[config.mk]
export PLATFORM = sky130hd
export DESIGN_NAME = ack_retransmit_link_engine_flat
export DESIGN_NICKNAME = d
export VERILOG_FILES = /design/src/rtl/core/arle_pkg.sv /design/src/rtl/core/arle_req_if.sv /design/src/rtl/core/arle_rsp_if.sv /design/src/rtl/core/ack_retransmit_link_engine.sv /design/src/flat_wrapper.sv
export SDC_FILE = /design/constraint.sdc
export NUM_CORES = 1
export LEC_CHECK = 0
export BUFFER_PORTS_ARGS = -buffer_cell sky130_fd_sc_hd__buf_4
export CORE_ASPECT_RATIO = 0.8
export CORE_MARGIN = 2
export CORE_UTILIZATION = 50
export DETAILED_ROUTE_END_ITERATION = 16
export PLACE_DENSITY = 0.73
export SLEW_MARGIN = 25
export SYNTH_ARGS = -nofsm -noshare
export SYNTH_HDL_FRONTEND = slang
export SYNTH_SLANG_ARGS = --single-unit
[constraint.sdc]
create_clock -name clock -period 3.7 [get_ports clock]
set_clock_uncertainty 0.15 [all_clocks]
set_input_delay 0.74 -clock clock [delete_from_list [all_inputs] [get_ports clock]]
set_output_delay 0.74 -clock clock [all_outputs]
set_load 0.005 [all_outputs]
[src/rtl/core/arle_pkg.sv]
// Shared types and codes for the acknowledged link engine.
// No dependencies; read by the channel interfaces and the top level.
package arle_pkg;

   localparam int unsigned OpcodeWidth = 3;
   localparam int unsigned ByteWidth   = 8;
   localparam int unsigned LengthWidth = 7;
   localparam int unsigned RetryWidth  = 4;
   localparam int unsigned CsrIdxWidth = 3;
   localparam int unsigned CsrDatWidth = 8;

   typedef enum logic [2:0] {
      OP_TICK     = 3'd0,
      OP_RADIO_IRQ = 3'd1,
      OP_HOST_SEND = 3'd2,
      OP_HOST_TAKE = 3'd3,
      OP_SET_MODE  = 3'd4
   } opcode_type;

   typedef enum logic [1:0] {
      MODE_STANDBY  = 2'd0,
      MODE_RECEIVE  = 2'd1,
      MODE_TRANSMIT = 2'd2
   } mode_type;

   typedef enum logic [1:0] {
      ACK_IDLE    = 2'd0,
      ACK_WAITING = 2'd1,
      ACK_SENDING = 2'd2
   } ack_state_type;

   typedef enum logic [1:0] {
      RES_NONE = 2'd0,
      RES_OK   = 2'd1,
      RES_FAIL = 2'd2
   } ack_result_type;

   typedef enum logic [2:0] {
      ACT_NONE    = 3'd0,
      ACT_DISCARD = 3'd1,
      ACT_STORE   = 3'd2,
      ACT_ACK     = 3'd3,
      ACT_RETX    = 3'd4
   } action_type;

   typedef enum logic [2:0] {
      CSR_USE_ACKS      = 3'd0,
      CSR_MAX_PAYLOAD   = 3'd1,
      CSR_ACK_FLAG_MASK = 3'd2,
      CSR_TIMEOUT_LIMIT = 3'd3,
      CSR_RETRY_LIMIT   = 3'd4,
      CSR_STUCK_LIMIT   = 3'd5
   } csr_index_type;

   localparam logic                   ResetUseAcks      = 1'b1;
   localparam logic [LengthWidth-1:0] ResetMaxPayload   = 7'd64;
   localparam logic [ByteWidth-1:0]   ResetAckFlagMask  = 8'h01;
   localparam logic [ByteWidth-1:0]   ResetTimeoutLimit = 8'd100;
   localparam logic [RetryWidth-1:0]  ResetRetryLimit   = 4'd3;
   localparam logic [ByteWidth-1:0]   ResetStuckLimit   = 8'd10;
   localparam logic [ByteWidth-1:0]   BroadcastAddr     = 8'h00;

endpackage

[src/rtl/core/arle_req_if.sv]
// Event channel into the link engine: valid/ready plus the event fields.
// Depends on arle_pkg for field widths.
interface arle_req_if;
   import arle_pkg::*;

   logic                   valid;
   logic                   ready;
   logic [OpcodeWidth-1:0] opcode;
   logic                   irq_line_high;
   logic [ByteWidth-1:0]   rx_length;
   logic [ByteWidth-1:0]   rx_receiver;
   logic [ByteWidth-1:0]   rx_sender;
   logic [ByteWidth-1:0]   rx_id;
   logic [ByteWidth-1:0]   rx_flags;
   logic [1:0]             new_mode;

   modport source (output valid, opcode, irq_line_high, rx_length, rx_receiver,
                   rx_sender, rx_id, rx_flags, new_mode, input ready);
   modport sink   (input valid, opcode, irq_line_high, rx_length, rx_receiver,
                   rx_sender, rx_id, rx_flags, new_mode, output ready);
endinterface

[src/rtl/core/arle_rsp_if.sv]
// Result channel out of the link engine: valid/ready plus action and status.
// Depends on arle_pkg for field widths.
interface arle_rsp_if;
   import arle_pkg::*;

   logic                   valid;
   logic                   ready;
   logic [2:0]             action;
   logic [1:0]             radio_mode_out;
   logic [1:0]             ack_state_out;
   logic [1:0]             ack_result_out;
   logic                   new_packet_out;
   logic [ByteWidth-1:0]   reply_address;
   logic [ByteWidth-1:0]   reply_id;
   logic [LengthWidth-1:0] stored_length;
   logic [ByteWidth-1:0]   stored_receiver;
   logic [ByteWidth-1:0]   stored_flags;

   modport source (output valid, action, radio_mode_out, ack_state_out, ack_result_out,
                   new_packet_out, reply_address, reply_id, stored_length,
                   stored_receiver, stored_flags, input ready);
   modport sink   (input valid, action, radio_mode_out, ack_state_out, ack_result_out,
                   new_packet_out, reply_address, reply_id, stored_length,
                   stored_receiver, stored_flags, output ready);
endinterface

[src/rtl/core/ack_retransmit_link_engine.sv]
// Stop-and-wait link engine with duplicate filter for a packet radio.
// Depends on arle_pkg, arle_req_if and arle_rsp_if.
//
// Every event transaction on req_ch (tick, radio interrupt, host send, host
// pickup, host mode set) yields exactly one result transaction on rsp_ch,
// in order: the action for the radio front end (none, discard FIFO, store
// payload, send ack, retransmit) and the link status after the event. An
// event is captured in an input register and then applied to the link state
// in a single pass of logic whose outcome lands in the result register; a new
// event is taken every cycle as long as the result side keeps up, and a
// stalled result stalls the input register only when both are full.
// Configuration registers are written through
// csr_we/csr_index/csr_wdata and must only change while no event is in flight.
module ack_retransmit_link_engine (
   input  logic                             clock,
   input  logic                             reset,
   arle_req_if.sink                         req_ch,
   arle_rsp_if.source                       rsp_ch,
   input  logic                             csr_we,
   input  logic [arle_pkg::CsrIdxWidth-1:0] csr_index,
   input  logic [arle_pkg::CsrDatWidth-1:0] csr_wdata
);
   import arle_pkg::*;

   // Configuration registers
   logic                   use_acks_ff;
   logic [LengthWidth-1:0] max_payload_ff;
   logic [ByteWidth-1:0]   ack_flag_mask_ff;
   logic [ByteWidth-1:0]   timeout_limit_ff;
   logic [RetryWidth-1:0]  retry_limit_ff;
   logic [ByteWidth-1:0]   stuck_limit_ff;

   always_ff @(posedge clock) begin
      if (reset) begin
         use_acks_ff      <= ResetUseAcks;
         max_payload_ff   <= ResetMaxPayload;
         ack_flag_mask_ff <= ResetAckFlagMask;
         timeout_limit_ff <= ResetTimeoutLimit;
         retry_limit_ff   <= ResetRetryLimit;
         stuck_limit_ff   <= ResetStuckLimit;
      end else if (csr_we) begin
         case (csr_index_type'(csr_index))
            CSR_USE_ACKS:      use_acks_ff      <= csr_wdata[0];
            CSR_MAX_PAYLOAD:   max_payload_ff   <= csr_wdata[LengthWidth-1:0];
            CSR_ACK_FLAG_MASK: ack_flag_mask_ff <= csr_wdata;
            CSR_TIMEOUT_LIMIT: timeout_limit_ff <= csr_wdata;
            CSR_RETRY_LIMIT:   retry_limit_ff   <= csr_wdata[RetryWidth-1:0];
            CSR_STUCK_LIMIT:   stuck_limit_ff   <= csr_wdata;
            default: ;  // drop writes to unused indexes
         endcase
      end
   end

   // Input register stage
   logic                   in_valid_ff;
   logic [OpcodeWidth-1:0] in_opcode_ff;
   logic                   in_line_ff;
   logic [ByteWidth-1:0]   in_length_ff;
   logic [ByteWidth-1:0]   in_receiver_ff;
   logic [ByteWidth-1:0]   in_sender_ff;
   logic [ByteWidth-1:0]   in_id_ff;
   logic [ByteWidth-1:0]   in_flags_ff;
   logic [1:0]             in_mode_ff;

   logic rsp_valid_ff;
   logic advance;     // input-stage event applied to state this cycle
   logic req_take;

   // Advance the input stage whenever the result register is free or draining.
   assign advance   = in_valid_ff && (!rsp_valid_ff || rsp_ch.ready);
   assign req_ch.ready = !in_valid_ff || advance;
   assign req_take  = req_ch.valid && req_ch.ready;

   always_ff @(posedge clock) begin
      if (reset) begin
         in_valid_ff <= 1'b0;
      end else if (req_ch.ready) begin
         in_valid_ff <= req_ch.valid;
      end
   end

   always_ff @(posedge clock) begin
      if (req_take) begin
         in_opcode_ff   <= req_ch.opcode;
         in_line_ff     <= req_ch.irq_line_high;
         in_length_ff   <= req_ch.rx_length;
         in_receiver_ff <= req_ch.rx_receiver;
         in_sender_ff   <= req_ch.rx_sender;
         in_id_ff       <= req_ch.rx_id;
         in_flags_ff    <= req_ch.rx_flags;
         in_mode_ff     <= req_ch.new_mode;
      end
   end

   // Link state
   mode_type               radio_mode_ff,  radio_mode_in;
   ack_state_type          ack_state_ff,   ack_state_in;
   ack_result_type         ack_result_ff,  ack_result_in;
   logic [ByteWidth-1:0]   timeout_ff,     timeout_in;
   logic [RetryWidth-1:0]  retry_ff,       retry_in;
   logic [ByteWidth-1:0]   stuck_ff,       stuck_in;
   logic                   waiting_ff,     waiting_in;
   logic [ByteWidth-1:0]   last_id_ff,     last_id_in;
   logic [ByteWidth-1:0]   last_sender_ff, last_sender_in;
   logic [LengthWidth-1:0] last_length_ff, last_length_in;
   logic [ByteWidth-1:0]   last_rcv_ff,    last_rcv_in;
   logic [ByteWidth-1:0]   last_flags_ff,  last_flags_in;
   action_type             action_in;

   always_comb begin
      logic fire;
      logic store;

      radio_mode_in  = radio_mode_ff;
      ack_state_in   = ack_state_ff;
      ack_result_in  = ack_result_ff;
      timeout_in     = timeout_ff;
      retry_in       = retry_ff;
      stuck_in       = stuck_ff;
      waiting_in     = waiting_ff;
      last_id_in     = last_id_ff;
      last_sender_in = last_sender_ff;
      last_length_in = last_length_ff;
      last_rcv_in    = last_rcv_ff;
      last_flags_in  = last_flags_ff;
      action_in      = ACT_NONE;
      fire           = 1'b0;
      store          = 1'b0;

      case (opcode_type'(in_opcode_ff))
         OP_TICK: begin
            // Ack timeout while waiting: retransmit or give up.
            if (use_acks_ff && ack_state_in == ACK_WAITING) begin
               fire       = timeout_in > timeout_limit_ff;
               timeout_in = timeout_in + 8'd1;
               if (fire) begin
                  timeout_in = '0;
                  if (retry_in < retry_limit_ff) begin
                     retry_in      = retry_in + 4'd1;
                     radio_mode_in = MODE_TRANSMIT;
                     action_in     = ACT_RETX;
                  end else begin
                     ack_state_in  = ACK_IDLE;
                     ack_result_in = RES_FAIL;
                     retry_in      = '0;
                  end
               end
            end
            // Ack frame never reported done: drop back to standby.
            if (use_acks_ff && ack_state_in == ACK_SENDING) begin
               fire       = timeout_in > timeout_limit_ff;
               timeout_in = timeout_in + 8'd1;
               if (fire) begin
                  timeout_in    = '0;
                  ack_state_in  = ACK_IDLE;
                  radio_mode_in = MODE_STANDBY;
               end
            end
            // Interrupt line held high too long: force a receive restart.
            if (in_line_ff) begin
               fire     = stuck_in > stuck_limit_ff;
               stuck_in = stuck_in + 8'd1;
               if (fire) begin
                  stuck_in      = '0;
                  timeout_in    = '0;
                  ack_state_in  = ACK_IDLE;
                  radio_mode_in = MODE_RECEIVE;
               end
            end
         end
         OP_RADIO_IRQ: begin
            if (radio_mode_ff == MODE_RECEIVE) begin
               if (in_length_ff > {1'b0, max_payload_ff}) begin
                  action_in = ACT_DISCARD;
               end else if (!use_acks_ff) begin
                  store      = 1'b1;
                  waiting_in = 1'b1;
                  stuck_in   = '0;
                  action_in  = ACT_STORE;
               end else if ((in_flags_ff & ack_flag_mask_ff) != '0) begin
                  ack_state_in  = ACK_IDLE;
                  ack_result_in = RES_OK;
                  radio_mode_in = MODE_STANDBY;
                  stuck_in      = '0;
               end else begin
                  action_in = ACT_DISCARD;
                  // Store only a header that differs from the last one.
                  if (last_id_ff != in_id_ff || last_sender_ff != in_sender_ff) begin
                     store     = 1'b1;
                     action_in = ACT_STORE;
                     if (in_receiver_ff == BroadcastAddr) begin
                        waiting_in = 1'b1;
                        stuck_in   = '0;
                     end
                  end
                  if (in_receiver_ff != BroadcastAddr) begin
                     radio_mode_in = MODE_TRANSMIT;
                     ack_state_in  = ACK_SENDING;
                     stuck_in      = '0;
                     action_in     = ACT_ACK;
                  end
               end
            end else if (radio_mode_ff == MODE_TRANSMIT) begin
               // Transmit done.
               if (!use_acks_ff) begin
                  radio_mode_in = MODE_STANDBY;
               end else if (ack_state_ff == ACK_IDLE) begin
                  ack_state_in  = ACK_WAITING;
                  ack_result_in = RES_NONE;
                  timeout_in    = '0;
                  retry_in      = '0;
                  radio_mode_in = MODE_RECEIVE;
               end else if (ack_state_ff == ACK_SENDING) begin
                  ack_state_in  = ACK_IDLE;
                  radio_mode_in = MODE_STANDBY;
                  waiting_in    = 1'b1;
               end else begin
                  radio_mode_in = MODE_RECEIVE;
               end
            end
         end
         OP_HOST_SEND: radio_mode_in = MODE_TRANSMIT;
         OP_HOST_TAKE: waiting_in = 1'b0;
         OP_SET_MODE: begin
            case (mode_type'(in_mode_ff))
               MODE_STANDBY, MODE_RECEIVE, MODE_TRANSMIT:
                  radio_mode_in = mode_type'(in_mode_ff);
               default: ;  // hold mode on the unused code
            endcase
         end
         default: ;
      endcase

      if (store) begin
         last_length_in = in_length_ff[LengthWidth-1:0];
         last_rcv_in    = in_receiver_ff;
         last_sender_in = in_sender_ff;
         last_id_in     = in_id_ff;
         last_flags_in  = in_flags_ff;
      end
   end

   always_ff @(posedge clock) begin
      if (reset) begin
         radio_mode_ff  <= MODE_STANDBY;
         ack_state_ff   <= ACK_IDLE;
         ack_result_ff  <= RES_NONE;
         timeout_ff     <= '0;
         retry_ff       <= '0;
         stuck_ff       <= '0;
         waiting_ff     <= 1'b0;
         last_id_ff     <= '0;
         last_sender_ff <= '0;
         last_length_ff <= '0;
         last_rcv_ff    <= '0;
         last_flags_ff  <= '0;
      end else if (advance) begin
         radio_mode_ff  <= radio_mode_in;
         ack_state_ff   <= ack_state_in;
         ack_result_ff  <= ack_result_in;
         timeout_ff     <= timeout_in;
         retry_ff       <= retry_in;
         stuck_ff       <= stuck_in;
         waiting_ff     <= waiting_in;
         last_id_ff     <= last_id_in;
         last_sender_ff <= last_sender_in;
         last_length_ff <= last_length_in;
         last_rcv_ff    <= last_rcv_in;
         last_flags_ff  <= last_flags_in;
      end
   end

   // Result register: hold until the sink takes the transaction.
   action_type     rsp_action_ff;
   mode_type       rsp_mode_ff;
   ack_state_type  rsp_ack_state_ff;
   ack_result_type rsp_ack_result_ff;
   logic           rsp_new_packet_ff;

   always_ff @(posedge clock) begin
      if (reset) begin
         rsp_valid_ff <= 1'b0;
      end else if (advance) begin
         rsp_valid_ff <= 1'b1;
      end else if (rsp_ch.ready) begin
         rsp_valid_ff <= 1'b0;
      end
   end

   always_ff @(posedge clock) begin
      if (advance) begin
         rsp_action_ff     <= action_in;
         rsp_mode_ff       <= radio_mode_in;
         rsp_ack_state_ff  <= ack_state_in;
         rsp_ack_result_ff <= ack_result_in;
         rsp_new_packet_ff <= waiting_in;
      end
   end

   // Header fields in the result mirror the committed state registers.
   assign rsp_ch.valid           = rsp_valid_ff;
   assign rsp_ch.action          = rsp_action_ff;
   assign rsp_ch.radio_mode_out  = rsp_mode_ff;
   assign rsp_ch.ack_state_out   = rsp_ack_state_ff;
   assign rsp_ch.ack_result_out  = rsp_ack_result_ff;
   assign rsp_ch.new_packet_out  = rsp_new_packet_ff;
   assign rsp_ch.reply_address   = last_sender_ff;
   assign rsp_ch.reply_id        = last_id_ff;
   assign rsp_ch.stored_length   = last_length_ff;
   assign rsp_ch.stored_receiver = last_rcv_ff;
   assign rsp_ch.stored_flags    = last_flags_ff;

endmodule
[src/flat_wrapper.sv]
// flat-port wrapper written by rule: the top's interface ports become plain ports
module ack_retransmit_link_engine_flat import arle_pkg::*;
  (clock, reset, csr_we, csr_index, csr_wdata, req_ch_valid, req_ch_opcode, req_ch_irq_line_high, req_ch_rx_length, req_ch_rx_receiver, req_ch_rx_sender, req_ch_rx_id, req_ch_rx_flags, req_ch_new_mode, req_ch_ready, rsp_ch_valid, rsp_ch_action, rsp_ch_radio_mode_out, rsp_ch_ack_state_out, rsp_ch_ack_result_out, rsp_ch_new_packet_out, rsp_ch_reply_address, rsp_ch_reply_id, rsp_ch_stored_length, rsp_ch_stored_receiver, rsp_ch_stored_flags, rsp_ch_ready);
  arle_req_if req_ch_i ();
  arle_rsp_if rsp_ch_i ();
  input  logic clock;
  input  logic reset;
  input  logic csr_we;
  input  logic [arle_pkg::CsrIdxWidth-1:0] csr_index;
  input  logic [arle_pkg::CsrDatWidth-1:0] csr_wdata;
  input wire logic [$bits(req_ch_i.valid)-1:0] req_ch_valid;
  input wire logic [$bits(req_ch_i.opcode)-1:0] req_ch_opcode;
  input wire logic [$bits(req_ch_i.irq_line_high)-1:0] req_ch_irq_line_high;
  input wire logic [$bits(req_ch_i.rx_length)-1:0] req_ch_rx_length;
  input wire logic [$bits(req_ch_i.rx_receiver)-1:0] req_ch_rx_receiver;
  input wire logic [$bits(req_ch_i.rx_sender)-1:0] req_ch_rx_sender;
  input wire logic [$bits(req_ch_i.rx_id)-1:0] req_ch_rx_id;
  input wire logic [$bits(req_ch_i.rx_flags)-1:0] req_ch_rx_flags;
  input wire logic [$bits(req_ch_i.new_mode)-1:0] req_ch_new_mode;
  output wire logic [$bits(req_ch_i.ready)-1:0] req_ch_ready;
  output wire logic [$bits(rsp_ch_i.valid)-1:0] rsp_ch_valid;
  output wire logic [$bits(rsp_ch_i.action)-1:0] rsp_ch_action;
  output wire logic [$bits(rsp_ch_i.radio_mode_out)-1:0] rsp_ch_radio_mode_out;
  output wire logic [$bits(rsp_ch_i.ack_state_out)-1:0] rsp_ch_ack_state_out;
  output wire logic [$bits(rsp_ch_i.ack_result_out)-1:0] rsp_ch_ack_result_out;
  output wire logic [$bits(rsp_ch_i.new_packet_out)-1:0] rsp_ch_new_packet_out;
  output wire logic [$bits(rsp_ch_i.reply_address)-1:0] rsp_ch_reply_address;
  output wire logic [$bits(rsp_ch_i.reply_id)-1:0] rsp_ch_reply_id;
  output wire logic [$bits(rsp_ch_i.stored_length)-1:0] rsp_ch_stored_length;
  output wire logic [$bits(rsp_ch_i.stored_receiver)-1:0] rsp_ch_stored_receiver;
  output wire logic [$bits(rsp_ch_i.stored_flags)-1:0] rsp_ch_stored_flags;
  input wire logic [$bits(rsp_ch_i.ready)-1:0] rsp_ch_ready;
  assign req_ch_i.valid = req_ch_valid;
  assign req_ch_i.opcode = req_ch_opcode;
  assign req_ch_i.irq_line_high = req_ch_irq_line_high;
  assign req_ch_i.rx_length = req_ch_rx_length;
  assign req_ch_i.rx_receiver = req_ch_rx_receiver;
  assign req_ch_i.rx_sender = req_ch_rx_sender;
  assign req_ch_i.rx_id = req_ch_rx_id;
  assign req_ch_i.rx_flags = req_ch_rx_flags;
  assign req_ch_i.new_mode = req_ch_new_mode;
  assign req_ch_ready = req_ch_i.ready;
  assign rsp_ch_valid = rsp_ch_i.valid;
  assign rsp_ch_action = rsp_ch_i.action;
  assign rsp_ch_radio_mode_out = rsp_ch_i.radio_mode_out;
  assign rsp_ch_ack_state_out = rsp_ch_i.ack_state_out;
  assign rsp_ch_ack_result_out = rsp_ch_i.ack_result_out;
  assign rsp_ch_new_packet_out = rsp_ch_i.new_packet_out;
  assign rsp_ch_reply_address = rsp_ch_i.reply_address;
  assign rsp_ch_reply_id = rsp_ch_i.reply_id;
  assign rsp_ch_stored_length = rsp_ch_i.stored_length;
  assign rsp_ch_stored_receiver = rsp_ch_i.stored_receiver;
  assign rsp_ch_stored_flags = rsp_ch_i.stored_flags;
  assign rsp_ch_i.ready = rsp_ch_ready;
  ack_retransmit_link_engine u_core (.clock(clock), .reset(reset), .req_ch(req_ch_i), .rsp_ch(rsp_ch_i), .csr_we(csr_we), .csr_index(csr_index), .csr_wdata(csr_wdata));
endmodule
==> qor.txt, run 1 <==
outcome -> finished clean
Filler cells -> 1222
root buf cell -> clkbuf_16
Syn Area/Cell -> 10.1 um2
DP HPWL -> 13300 um
Synth Register Bits -> 160
sequential fraction of the synthesis area -> 49.5%
RSZ-0062 raised after global routing -> true
FP Rows -> 40
total power -> 0.00397 W
minimum clock period after layout -> 3.60 ns
hold path cells -> 2
Hold Fails Final Rpt -> 0
antenna cells -> 0
vias in the first global route -> 5790
R2R cell count -> 17
CP max FO -> 8
Synth Instances -> 757
CTS Buffer Depth -> 2
Yosys warning count -> 0
hold_sp -> u_core.stuck_limit_ff[6]$_SDFFE_PP0P_
Starting Density -> 50.8%
NetSw -> 0.000900 W
Hold EP -> u_core.stuck_limit_ff[6]$_SDFFE_PP0P_
r2r setup slk -> 0.1 ns
reg2reg start -> u_core.timeout_limit_ff[1]$_SDFFE_PP0P_
pin count of the biggest net entering global routing -> 54
CP Data Arrival Time -> 3.80 ns
vias after detailed routing -> 6130
CTS tree -> built
Leak -> 3.72 nW
Worst EP required -> 3.90 ns
CTS clk-pin slew, worst paths -> 0.06 ns
max_cap viols -> 0
VDD IR max -> 0.299 mV
Placed Instances -> 1051
Die Area -> 16200 um2
Die Wd -> 142 um
CTS HTree Levels -> 4
Final nets -> 985
ranking of synthesized cells by area -> dfxtp_1 (27%), edfxtp_1 (22%), mux2i_1 (6.7%)
PwrDens -> 420 nW/um2
ys flop type -> dfxtp_1
share of synthesized flip-flops with an asynchronous set or reset -> 0%
drt total wl -> 18600 um
EDFF count, synth -> 56
Netlist Area Pre-Place -> 7610 um2
Area Growth Syn to Fin -> 24.1%
switching share of power -> 22.7%
Iter 0 DRT Violations -> 433
max_slew headroom -> 40.4%
Crit Path Class -> reg2reg
Clock power frac -> 45.4%
ratio of cells with drive above 1 in the final layout -> 22.5%
Buf+Inv Stages, Crit Path -> 4
Wirelength per Cell -> 17.1 um
Top Family by Delay on Critical Path -> compound AO/OA/AOI/OAI gates
Reg power frac -> 48.1%
fmax -> 277 MHz
slowest library cell on the worst path -> a2111oi_4
fin crit share -> 97.4%
Post-DRT Antenna Nets -> 0
crit-path max cell delay -> 0.40 ns
Num CTS Buffers -> 17
worst-path cell chain -> inv_4, ha_4, nor2b_4, o211ai_1, a2111oi_4, or2_4, buf_6, nor2_1, ha_1, a21oi_2, o211ai_1, a2bb2oi_2, buf_4, a211oi_2, buf_4, nand4_1, a31oi_1
reg2reg end -> u_core.timeout_ff[3]$_SDFFE_PP0P_
drt via density -> 5.64
Worst Tran Pin Value -> 0.891 ns
Startpoint Class -> flop
Cell Int Power -> 0.00307 W
syn_nets -> 857
HP Class -> reg2reg
count of different cell masters after synthesis -> 77
# setup viols final -> 0
post-synth top area cell -> dfxtp_1
chip height -> 114 um
design area -> 9440 um2
Placement Cell Area -> 8700 um2
Skew-Pair Late Insertion Delay -> 0.43 ns
# IOs -> 113
drt drc -> 0
DRT Pass-1 Iters -> 5
gpl congestion -> 0.933
max-slew violation count -> 0
Critical Path Sink Type -> flop
first-pass GRT wire length -> 29600 um
Post-Layout Cell Count -> 1087
clock tree sinks -> 160
hold_ws -> 0.305 ns
core box area -> 15000 um2
top-area cell type share of the netlist area -> 27.4%
Logic pwr share -> 6.5%
cts hold-fix bufs -> 0
grt total ovfl -> 0
Port Buffers -> 112
initial antenna violation count -> 0
GRT Overall Usage -> 23.6%
-- power by group through the flow --
stage	clock network [W]	registers, W	logic [W]
finish	0.00180	0.00191	0.000257
detailed placement	0	0.00195	0.000249
CTS	0.00183	0.00191	0.000252
global route	0.00192	0.00191	0.000282
global placement	0	0.00195	0.000246
floorplan	0	0.00193	0.000139
-- how the worst max path moves through the flow --
stage	start	slack (ns)	end	cells after the start
3_3_place_gp	u_core.timeout_ff[0]$_SDFFE_PP0P_	0.17	u_core.rsp_ch.ack_state_out[1]$_DFFE_PP_	15
2_1_floorplan	u_core.timeout_ff[4]$_SDFFE_PP0P_	0.25	u_core.rsp_ch.ack_state_out[1]$_DFFE_PP_	15
5_1_grt	u_core.timeout_limit_ff[1]$_SDFFE_PP0P_	-0.07	u_core.timeout_ff[3]$_SDFFE_PP0P_	17
4_1_cts	u_core.timeout_limit_ff[1]$_SDFFE_PP0P_	0.03	u_core.rsp_ch.ack_state_out[1]$_DFFE_PP_	15
6_report	u_core.timeout_limit_ff[1]$_SDFFE_PP0P_	0.1	u_core.timeout_ff[3]$_SDFFE_PP0P_	17
3_5_place_dp	u_core.timeout_ff[0]$_SDFFE_PP0P_	0.003	u_core.rsp_ch.ack_state_out[1]$_DFFE_PP_	15
-- kinds of logic (layout without fill, tap and decap cells) --
logic type	count (synthesis)	after routing	share of synthesized area, %
mux	51	51	6.71
simple gates	270	270	17.4
xor+xnor	28	28	3.22
fa+ha+maj	39	39	6.38
flops	160	160	49.5
compound gates	142	142	12.9
buf+inv	67	208	3.90
-- synth_stat cells, types with 3 or more instances --
library cell / instances
a21boi_0: 3
a21o_1: 12
a21oi_1: 46
a22o_1: 7
a22oi_1: 8
a31oi_1: 4
and3_1: 6
buf_2: 6
buf_4: 3
clkbuf_1: 16
dfxtp_1: 104
edfxtp_1: 56
ha_1: 38
inv_1: 37
mux2i_1: 51
nand2_1: 65
nand2b_1: 7
nand3_1: 17
nand4_1: 11
nor2_1: 101
nor2b_1: 10
nor3_1: 12
nor4_1: 8
o211ai_1: 15
o21a_1: 3
o21ai_0: 11
o21ai_1: 3
o31ai_1: 3
or2_2: 3
or3_1: 6
xnor2_1: 11
xor2_1: 17
-- final cells by class --
type	count	area, um2	share of cell area (%)
multi-input combinational	530	3640	38.5
timing repair buffer	139	1050	11.1
inverter	37	141	1.50
clock inverter	10	123	1.30
clock buffer	22	485	5.14
sequential	160	3770	39.9
tap	189	236	2.51
-- placed cells by master (no fill, tap or decap), types with 4 or more instances in the layout --
master,count
a22o_1,7
inv_1,36
o211ai_1,15
nand3_1,17
nor2b_1,8
dfxtp_1,101
buf_4,138
nand2_1,65
xnor2_1,11
clkbuf_16,18
inv_6,4
a22oi_1,8
edfxtp_1,56
nand4_1,11
nor3_1,11
o21ai_1,4
ha_1,35
and3_1,6
a21o_1,12
nand2b_1,7
nor4_1,8
a31oi_1,4
xor2_1,17
a21oi_1,44
or3_1,6
nor2_1,97
o21ai_0,10
mux2i_1,51
-- metal layers --
| layer | track usage [%] | vias up | wire length, um |
|---|---|---|---|
| li1 | - | 2979 | - |
| met1 | 33.2 | 2933 | 8800 |
| met2 | 36.7 | 200 | 8360 |
| met3 | 5.69 | 18 | 1240 |
| met4 | 6.53 | 0 | 191 |
| met5 | 0 | - | 0 |
-- stage by stage --
stage	setup slack (ns)	TNS [ns]	utilization (%)
6_report	0.0952	0	63.1
5_1_grt	-0.0731	-0.0945	63.1
4_1_cts	0.0276	0	62.3
3_5_place_dp	0.00284	0	58.2
3_3_place_gp	0.167	0	58.2
2_1_floorplan	0.254	0	-
-- worst reg2reg max path, cell delays in order, from the launching register on --
cell and delay, ns:
dfxtp_2 0.36, inv_4 0.06, ha_4 0.27, nor2b_4 0.13
o211ai_1 0.14, a2111oi_4 0.40, or2_4 0.25, buf_6 0.11
nor2_1 0.04, ha_1 0.30, a21oi_2 0.13, o211ai_1 0.14
a2bb2oi_2 0.20, buf_4 0.18, a211oi_2 0.19, buf_4 0.21
nand4_1 0.09, a31oi_1 0.17
-- timing repair --
action	4_1_cts	5_1_grt
endpoints found under the setup margin	1	15
pin swaps	0	18
resized for setup	1	24
buffers inserted	0	4
Power figures use the tool's default switching activity.
==> run 2, diff against run 1 <==
==> constraint.sdc (replaced) <==
create_clock -name clock -period 3.7 [get_ports clock]
set_clock_uncertainty 0.15 [all_clocks]
set_input_delay 0.37 -clock clock [delete_from_list [all_inputs] [get_ports clock]]
set_output_delay 0.37 -clock clock [all_outputs]
set_load 0.005 [all_outputs]
==> run 2 against run 1 <==
Compared with the run above: clock power shrank 6%; global-route usage grew 1.2 points; maximum frequency grew 1.6%; via count grew 1.2%; largest cell class unchanged; count of clock-buffer cells in the layout shrank 5; wire length grew 3.9%; worst setup slack gained 0.055 ns; final cell count grew 4.1%; critical path depth shrank 2.
==> qor.txt, run 2 (synthesis gave the netlist of run 1 again) <==
VDD IR max -> 0.289 mV (was 0.299 mV)
Reg power frac -> 48.9% (was 48.1%)
drt total wl -> 19300 um (was 18600 um)
Die Wd -> 142 um (unchanged)
minimum clock period after layout -> 3.55 ns (was 3.60 ns)
DRT Pass-1 Iters -> 5 (unchanged)
initial antenna violation count -> 1 (was 0)
Skew-Pair Late Insertion Delay -> 0.43 ns (about the same)
CP Data Arrival Time -> 3.58 ns (was 3.80 ns)
fin crit share -> 95.9% (was 97.4%)
footprint of the multi-input gates -> 3580 um2 (was 3640 um2)
clock tree sinks -> 160 (unchanged)
Iter 0 DRT Violations -> 400 (was 433)
fmax -> 282 MHz (was 277 MHz)
Register Area -> 3770 um2 (about the same)
Final nets -> 1029 (was 985)
PwrDens -> 399 nW/um2 (was 420 nW/um2)
pin count of the biggest net entering global routing -> 61 (was 54)
CTS Buffer Depth -> 2 (unchanged)
Startpoint Class -> flop (unchanged)
drt drc -> 0 (unchanged)
CP max FO -> 8 (unchanged)
GRT Overall Usage -> 24.8% (was 23.6%)
DP HPWL -> 13100 um (was 13300 um)
Clock power frac -> 43.4% (was 45.4%)
Die Area -> 16200 um2 (unchanged)
max_cap viols -> 0 (unchanged)
Port Buffers -> 112 (unchanged)
Area Growth Syn to Fin -> 28.5% (was 24.1%)
# setup viols final -> 0 (unchanged)
max-slew violation count -> 0 (unchanged)
Crit Path Class -> reg2reg (unchanged)
Hold Fails Final Rpt -> 0 (unchanged)
Worst Tran Pin Value -> 0.845 ns (was 0.891 ns)
drt via density -> 5.48 (was 5.64)
outcome -> finished clean (unchanged)
# IOs -> 113 (unchanged)
Worst EP required -> 3.73 ns (was 3.90 ns)
vias in the first global route -> 6084 (was 5790)
max_slew headroom -> 43.5% (was 40.4%)
CTS clk-pin slew, worst paths -> 0.07 ns (was 0.06 ns)
root buf cell -> clkbuf_16 (unchanged)
Wirelength per Cell -> 17.1 um (about the same)
most common cell after layout, fill and taps aside -> buf_4 (unchanged)
ratio of cells with drive above 1 in the final layout -> 20.4% (was 22.5%)
gpl congestion -> 0.908 (was 0.933)
grt total ovfl -> 0 (unchanged)
CTS HTree Levels -> 4 (unchanged)
first-pass GRT wire length -> 31200 um (was 29600 um)
Logic pwr share -> 7.6% (was 6.5%)
vias after detailed routing -> 6206 (was 6130)
Starting Density -> 50.8% (unchanged)
NetSw -> 0.000989 W (was 0.000900 W)
Critical Path Sink Type -> flop (unchanged)
utilization after layout -> 65.4% (was 63.1%)
Post-DRT Antenna Nets -> 0 (unchanged)
HP Class -> in2reg (was reg2reg)
RSZ-0062 raised after global routing -> true (unchanged)
hold_ws -> 0.0676 ns (was 0.305 ns)
Leak -> 3.86 nW (was 3.72 nW)
FP Rows -> 40 (unchanged)
Filler cells -> 1153 (was 1222)
Cell Int Power -> 0.00291 W (was 0.00307 W)
most frequent cells in the layout -> buf_4 (136), dfxtp_1 (102), nor2_1 (98) (was buf_4 (138), dfxtp_1 (101), nor2_1 (97))
CTS tree -> built (unchanged)
switching share of power -> 25.4% (was 22.7%)
Num CTS Buffers -> 17 (unchanged)
core box area -> 15000 um2 (unchanged)
chip height -> 114 um (unchanged)
-- run 2: cell types whose count changed in the layout (fill, tap and decap cells not counted), sizes merged --
| cell | previous run | this run |
|---|---|---|
| dlygate4sd3 | 0 | 47 |
| inv | 42 | 48 |
| clkbuf | 22 | 17 |
| buf | 139 | 136 |
| diode | 0 | 1 |
| clkinv | 2 | 3 |
| bufinv | 2 | 0 |
-- run 2: cell type report --
type / count / area share (%)
flip-flops and latches: 160 / 38.5
multi-input cells: 530 / 36.6
repair buffers: 183 / 15.2
clock buffers: 17 / 4.35
well taps: 189 / 2.42
clock inverters: 15 / 1.42
inverters: 37 / 1.42
diodes: 1 / 0.0256
-- run 2: through the flow --
stage / area (um2) / instances / setup WS (ns) / TNS (ns) / power [W]
final: 9780 / 1132 / 0.151 / 0 / 0.00390
after CTS: 9730 / 1128 / 0.0808 / 0 / 0.00392
after global placement: 8690 / 1049 / 0.140 / 0 / 0.00219
after floorplan: 7610 / 757 / 0.254 / 0 / 0.00207
after detailed placement: 8690 / 1049 / -0.0135 / -0.0135 / 0.00219
after global routing: 9780 / 1132 / -0.00973 / -0.00973 / 0.00403
-- run 2: final timing paths --
check	start	end	slack, ns	cells past startpoint
setup / recovery	u_core.timeout_limit_ff[1]$_SDFFE_PP0P_	u_core.rsp_ch.ack_state_out[1]$_DFFE_PP_	0.15	15
hold / removal	csr_wdata[7]	u_core.ack_flag_mask_ff[7]$_SDFFE_PP0P_	0.07	3
setup reg to reg	u_core.timeout_limit_ff[1]$_SDFFE_PP0P_	u_core.rsp_ch.ack_state_out[1]$_DFFE_PP_	0.15	15
hold reg to reg	u_core.stuck_limit_ff[6]$_SDFFE_PP0P_	u_core.stuck_limit_ff[6]$_SDFFE_PP0P_	0.31	2
-- run 2: timing repair --
action / CTS / global route
setup endpoints to repair: 1 / 15
pin swaps: 0 / 2
setup buffers: 0 / 3
hold buffers: 47 / 0
resized for setup: 1 / 7
hold endpoints to repair: 47 / 0
-- run 2: critical path: stages (launching register included) --
cell and delay, ns:
dfxtp_1 0.32, inv_1 0.06, ha_1 0.29, nor2b_1 0.14
o211ai_1 0.16, a2111oi_4 0.35, or2_4 0.25, buf_4 0.13
nor2_1 0.04, ha_1 0.31, nand4_1 0.14, a21oi_1 0.19
a2bb2oi_2 0.25, a21o_1 0.16, o311ai_0 0.13, a32o_1 0.23
-- run 2: layer usage --
layer	track usage (%)	share of wire [%]	routed length, um	vias up
li1	-	-	-	3061
met1	33.8	46	8830	2910
met2	39.8	46	8950	209
met3	4.94	6.3	1220	26
met4	8.67	1.7	325	0
met5	0	0	0	-
-- run 2: power groups by stage --
stage / registers [W] / logic, W / clock network (W)
finish: 0.00191 / 0.000298 / 0.00169
global placement: 0.00195 / 0.000245 / 0
global route: 0.00191 / 0.000324 / 0.00179
floorplan: 0.00193 / 0.000139 / 0
CTS: 0.00191 / 0.000289 / 0.00172
detailed placement: 0.00195 / 0.000247 / 0
==> run 3, diff against run 2 <==
- clock period: 3.7 -> 2.9 ns (I/O delays scaled with it)
==> run 3 against run 2 <==
Compared with the run above: the flow now finishes with violations (negative setup slack); count of clock-buffer cells in the layout grew 6; total power grew 29%; critical endpoint unchanged; flip-flop and latch count is the same.
==> qor.txt, run 3 (synthesis gave the netlist of run 1 again) <==
CTS Buffer Depth -> 2 (unchanged)
Final nets -> 1094 (was 1029)
Die Wd -> 142 um (unchanged)
footprint of the multi-input gates -> 3760 um2 (was 3580 um2)
Leak -> 4.23 nW (was 3.86 nW)
failing checks -> negative setup slack
# setup viols final -> 55 (was 0)
fmax -> 293 MHz (was 282 MHz)
DRT Pass-1 Iters -> 6 (was 5)
antenna cells -> 0 (was 1)
vias in the first global route -> 6721 (was 6084)
drt via density -> 5.65 (was 5.48)
design area -> 10600 um2 (was 9780 um2)
Post-DRT Antenna Nets -> 0 (unchanged)
grt total ovfl -> 0 (unchanged)
Wirelength per Cell -> 18.1 um (was 17.1 um)
Hold Fails Final Rpt -> 0 (unchanged)
reg2reg end -> u_core.rsp_ch.ack_state_out[1]$_DFFE_PP_ (unchanged)
max_cap viols -> 0 (unchanged)
reg2reg start -> u_core.timeout_limit_ff[1]$_SDFFE_PP0P_ (unchanged)
most common cell after layout, fill and taps aside -> buf_4 (unchanged)
clock tree sinks -> 160 (unchanged)
CTS HTree Levels -> 4 (unchanged)
FP Rows -> 40 (unchanged)
HP Class -> in2reg (unchanged)
ratio of cells with drive above 1 in the final layout -> 27.4% (was 20.4%)
# IOs -> 113 (unchanged)
pin count of the biggest net entering global routing -> 60 (was 61)
R2R cell count -> 15 (unchanged)
CP max FO -> 8 (unchanged)
max-slew violation count -> 0 (unchanged)
r2r setup slk -> -0.51 ns (was 0.15 ns)
RSZ-0062 raised after global routing -> true (unchanged)
drt total wl -> 21700 um (was 19300 um)
Num CTS Buffers -> 17 (unchanged)
core box area -> 15000 um2 (unchanged)
PwrDens -> 475 nW/um2 (was 399 nW/um2)
gpl congestion -> 0.920 (was 0.908)
Worst EP required -> 2.93 ns (was 3.73 ns)
GRT Overall Usage -> 26.3% (was 24.8%)
Starting Density -> 50.8% (unchanged)
max_slew headroom -> 44.7% (was 43.5%)
first-pass GRT wire length -> 33300 um (was 31200 um)
CTS clk-pin slew, worst paths -> 0.06 ns (was 0.07 ns)
CP Launch Point -> u_core.timeout_limit_ff[1]$_SDFFE_PP0P_ (unchanged)
Placement Cell Area -> 9070 um2 (was 8690 um2)
drt drc -> 0 (unchanged)
CP Data Arrival Time -> 3.44 ns (was 3.58 ns)
fin crit share -> 118% (was 95.9%)
CTS tree -> built (unchanged)
VDD IR max -> 0.473 mV (was 0.289 mV)
Skew-Pair Late Insertion Delay -> 0.43 ns (about the same)
Startpoint Class -> flop (unchanged)
minimum clock period after layout -> 3.41 ns (was 3.55 ns)
Critical Path Sink Type -> flop (unchanged)
setup slack after layout -> -0.508 ns (was 0.151 ns)
Worst Tran Pin Value -> 0.827 ns (was 0.845 ns)
chip height -> 114 um (unchanged)
Iter 0 DRT Violations -> 615 (was 400)
post-place setup slack -> -0.689 ns (was -0.0135 ns)
outcome -> complete, but fails checks (was finished clean)
most frequent cells in the layout -> buf_4 (185), dfxtp_1 (98), nor2_1 (97) (was buf_4 (136), dfxtp_1 (102), nor2_1 (98))
Area Growth Syn to Fin -> 38.7% (was 28.5%)
root buf cell -> clkbuf_16 (unchanged)
Die Area -> 16200 um2 (unchanged)
Filler cells -> 1055 (was 1153)
initial antenna violation count -> 0 (was 1)
CP endpoint -> u_core.rsp_ch.ack_state_out[1]$_DFFE_PP_ (unchanged)
vias after detailed routing -> 6760 (was 6206)
Register Area -> 3770 um2 (about the same)
Crit Path Class -> reg2reg (unchanged)
Port Buffers -> 112 (unchanged)
DP HPWL -> 14200 um (was 13100 um)
-- run 3: changes by cell type in the layout (fill, tap and decap cells not counted), moves of 3 or more --
cell / before / now
inv_6: 9 / 1
dfxtp_1: 102 / 98
clkbuf_1: 0 / 4
ha_1: 38 / 30
a21oi_2: 0 / 6
buf_4: 136 / 185
clkbuf_16: 17 / 20
ha_4: 0 / 8
dlygate4sd3_1: 47 / 52
a21oi_1: 46 / 40
dfxtp_2: 2 / 6
nor2_4: 0 / 3
buf_6: 0 / 6
-- run 3: worst min path at each step --
stage,to,slack (ns),start,depth (start not counted)
3_3_place_gp,u_core.stuck_limit_ff[6]$_SDFFE_PP0P_,0.30,u_core.stuck_limit_ff[6]$_SDFFE_PP0P_,2
4_1_cts,u_core.stuck_limit_ff[2]$_SDFFE_PP0P_,0.0008,csr_wdata[2],3
6_report,u_core.stuck_limit_ff[2]$_SDFFE_PP0P_,0.02,csr_wdata[2],3
3_5_place_dp,u_core.timeout_limit_ff[4]$_SDFFE_PP0P_,0.30,u_core.timeout_limit_ff[4]$_SDFFE_PP0P_,2
2_1_floorplan,u_core.in_flags_ff[0]$_DFFE_PP_,0.24,req_ch_rx_flags[0],0
5_1_grt,u_core.stuck_limit_ff[2]$_SDFFE_PP0P_,0.01,csr_wdata[2],3
-- run 3: area by class of cell --
cell class                 instances  share of cell area (%)
sequential                       160                    35.7
multi-input combinational        530                    35.7
timing repair buffer             248                    19.7
clock buffer                      23                    4.54
tap                              189                    2.24
inverter                          37                    1.32
clock inverter                     9                   0.771
-- run 3: worst max-delay path, cell delays in order, from the launching register on --
cell,delay [ns]
dfxtp_2,0.34
inv_2,0.05
ha_4,0.25
nor2b_4,0.12
o211ai_1,0.14
a2111oi_4,0.39
or2_4,0.27
nor2_4,0.06
ha_4,0.27
nor2b_4,0.12
o211ai_1,0.12
a21oi_2,0.16
a2bb2oi_2,0.23
a21o_1,0.17
o311ai_1,0.11
a32o_1,0.22
-- run 3: what timing repair did --
action | CTS | global route
gates cloned | 0 | 4
gates resized for setup | 18 | 23
buffers inserted | 11 | 9
pin swaps | 19 | 22
setup endpoints to repair | 16 | 55
hold buffers | 52 | 0
endpoints found under the hold margin | 56 | 0
-- run 3: metrics by stage --
step / setup TNS, ns / std cells / hold slack, ns / utilization [%] / total power [W]
after detailed placement: -8.46 / 1088 / 0.303 / 60.6 / 0.00282
after global placement: -7.04 / 1088 / 0.299 / 60.6 / 0.00281
final: -12.89 / 1196 / 0.0222 / 70.5 / 0.00502
after global routing: -21.03 / 1196 / 0.0110 / 70.5 / 0.00516
after CTS: -6.16 / 1183 / 0.000820 / 68.9 / 0.00501
after floorplan: -3.07 / 757 / 0.239 / - / 0.00265
-- run 3: layer usage --
metal,share of wire (%),global-route usage [%]
met1,44,34.8
met2,46,42.5
met3,8.1,6.61
met4,1.7,9.07
met5,0,0
-- run 3: power breakdown --
group	switching, W	internal (W)
logic	0.000210	0.000214
clock network	0.000899	0.00125
registers	0.0000498	0.00239
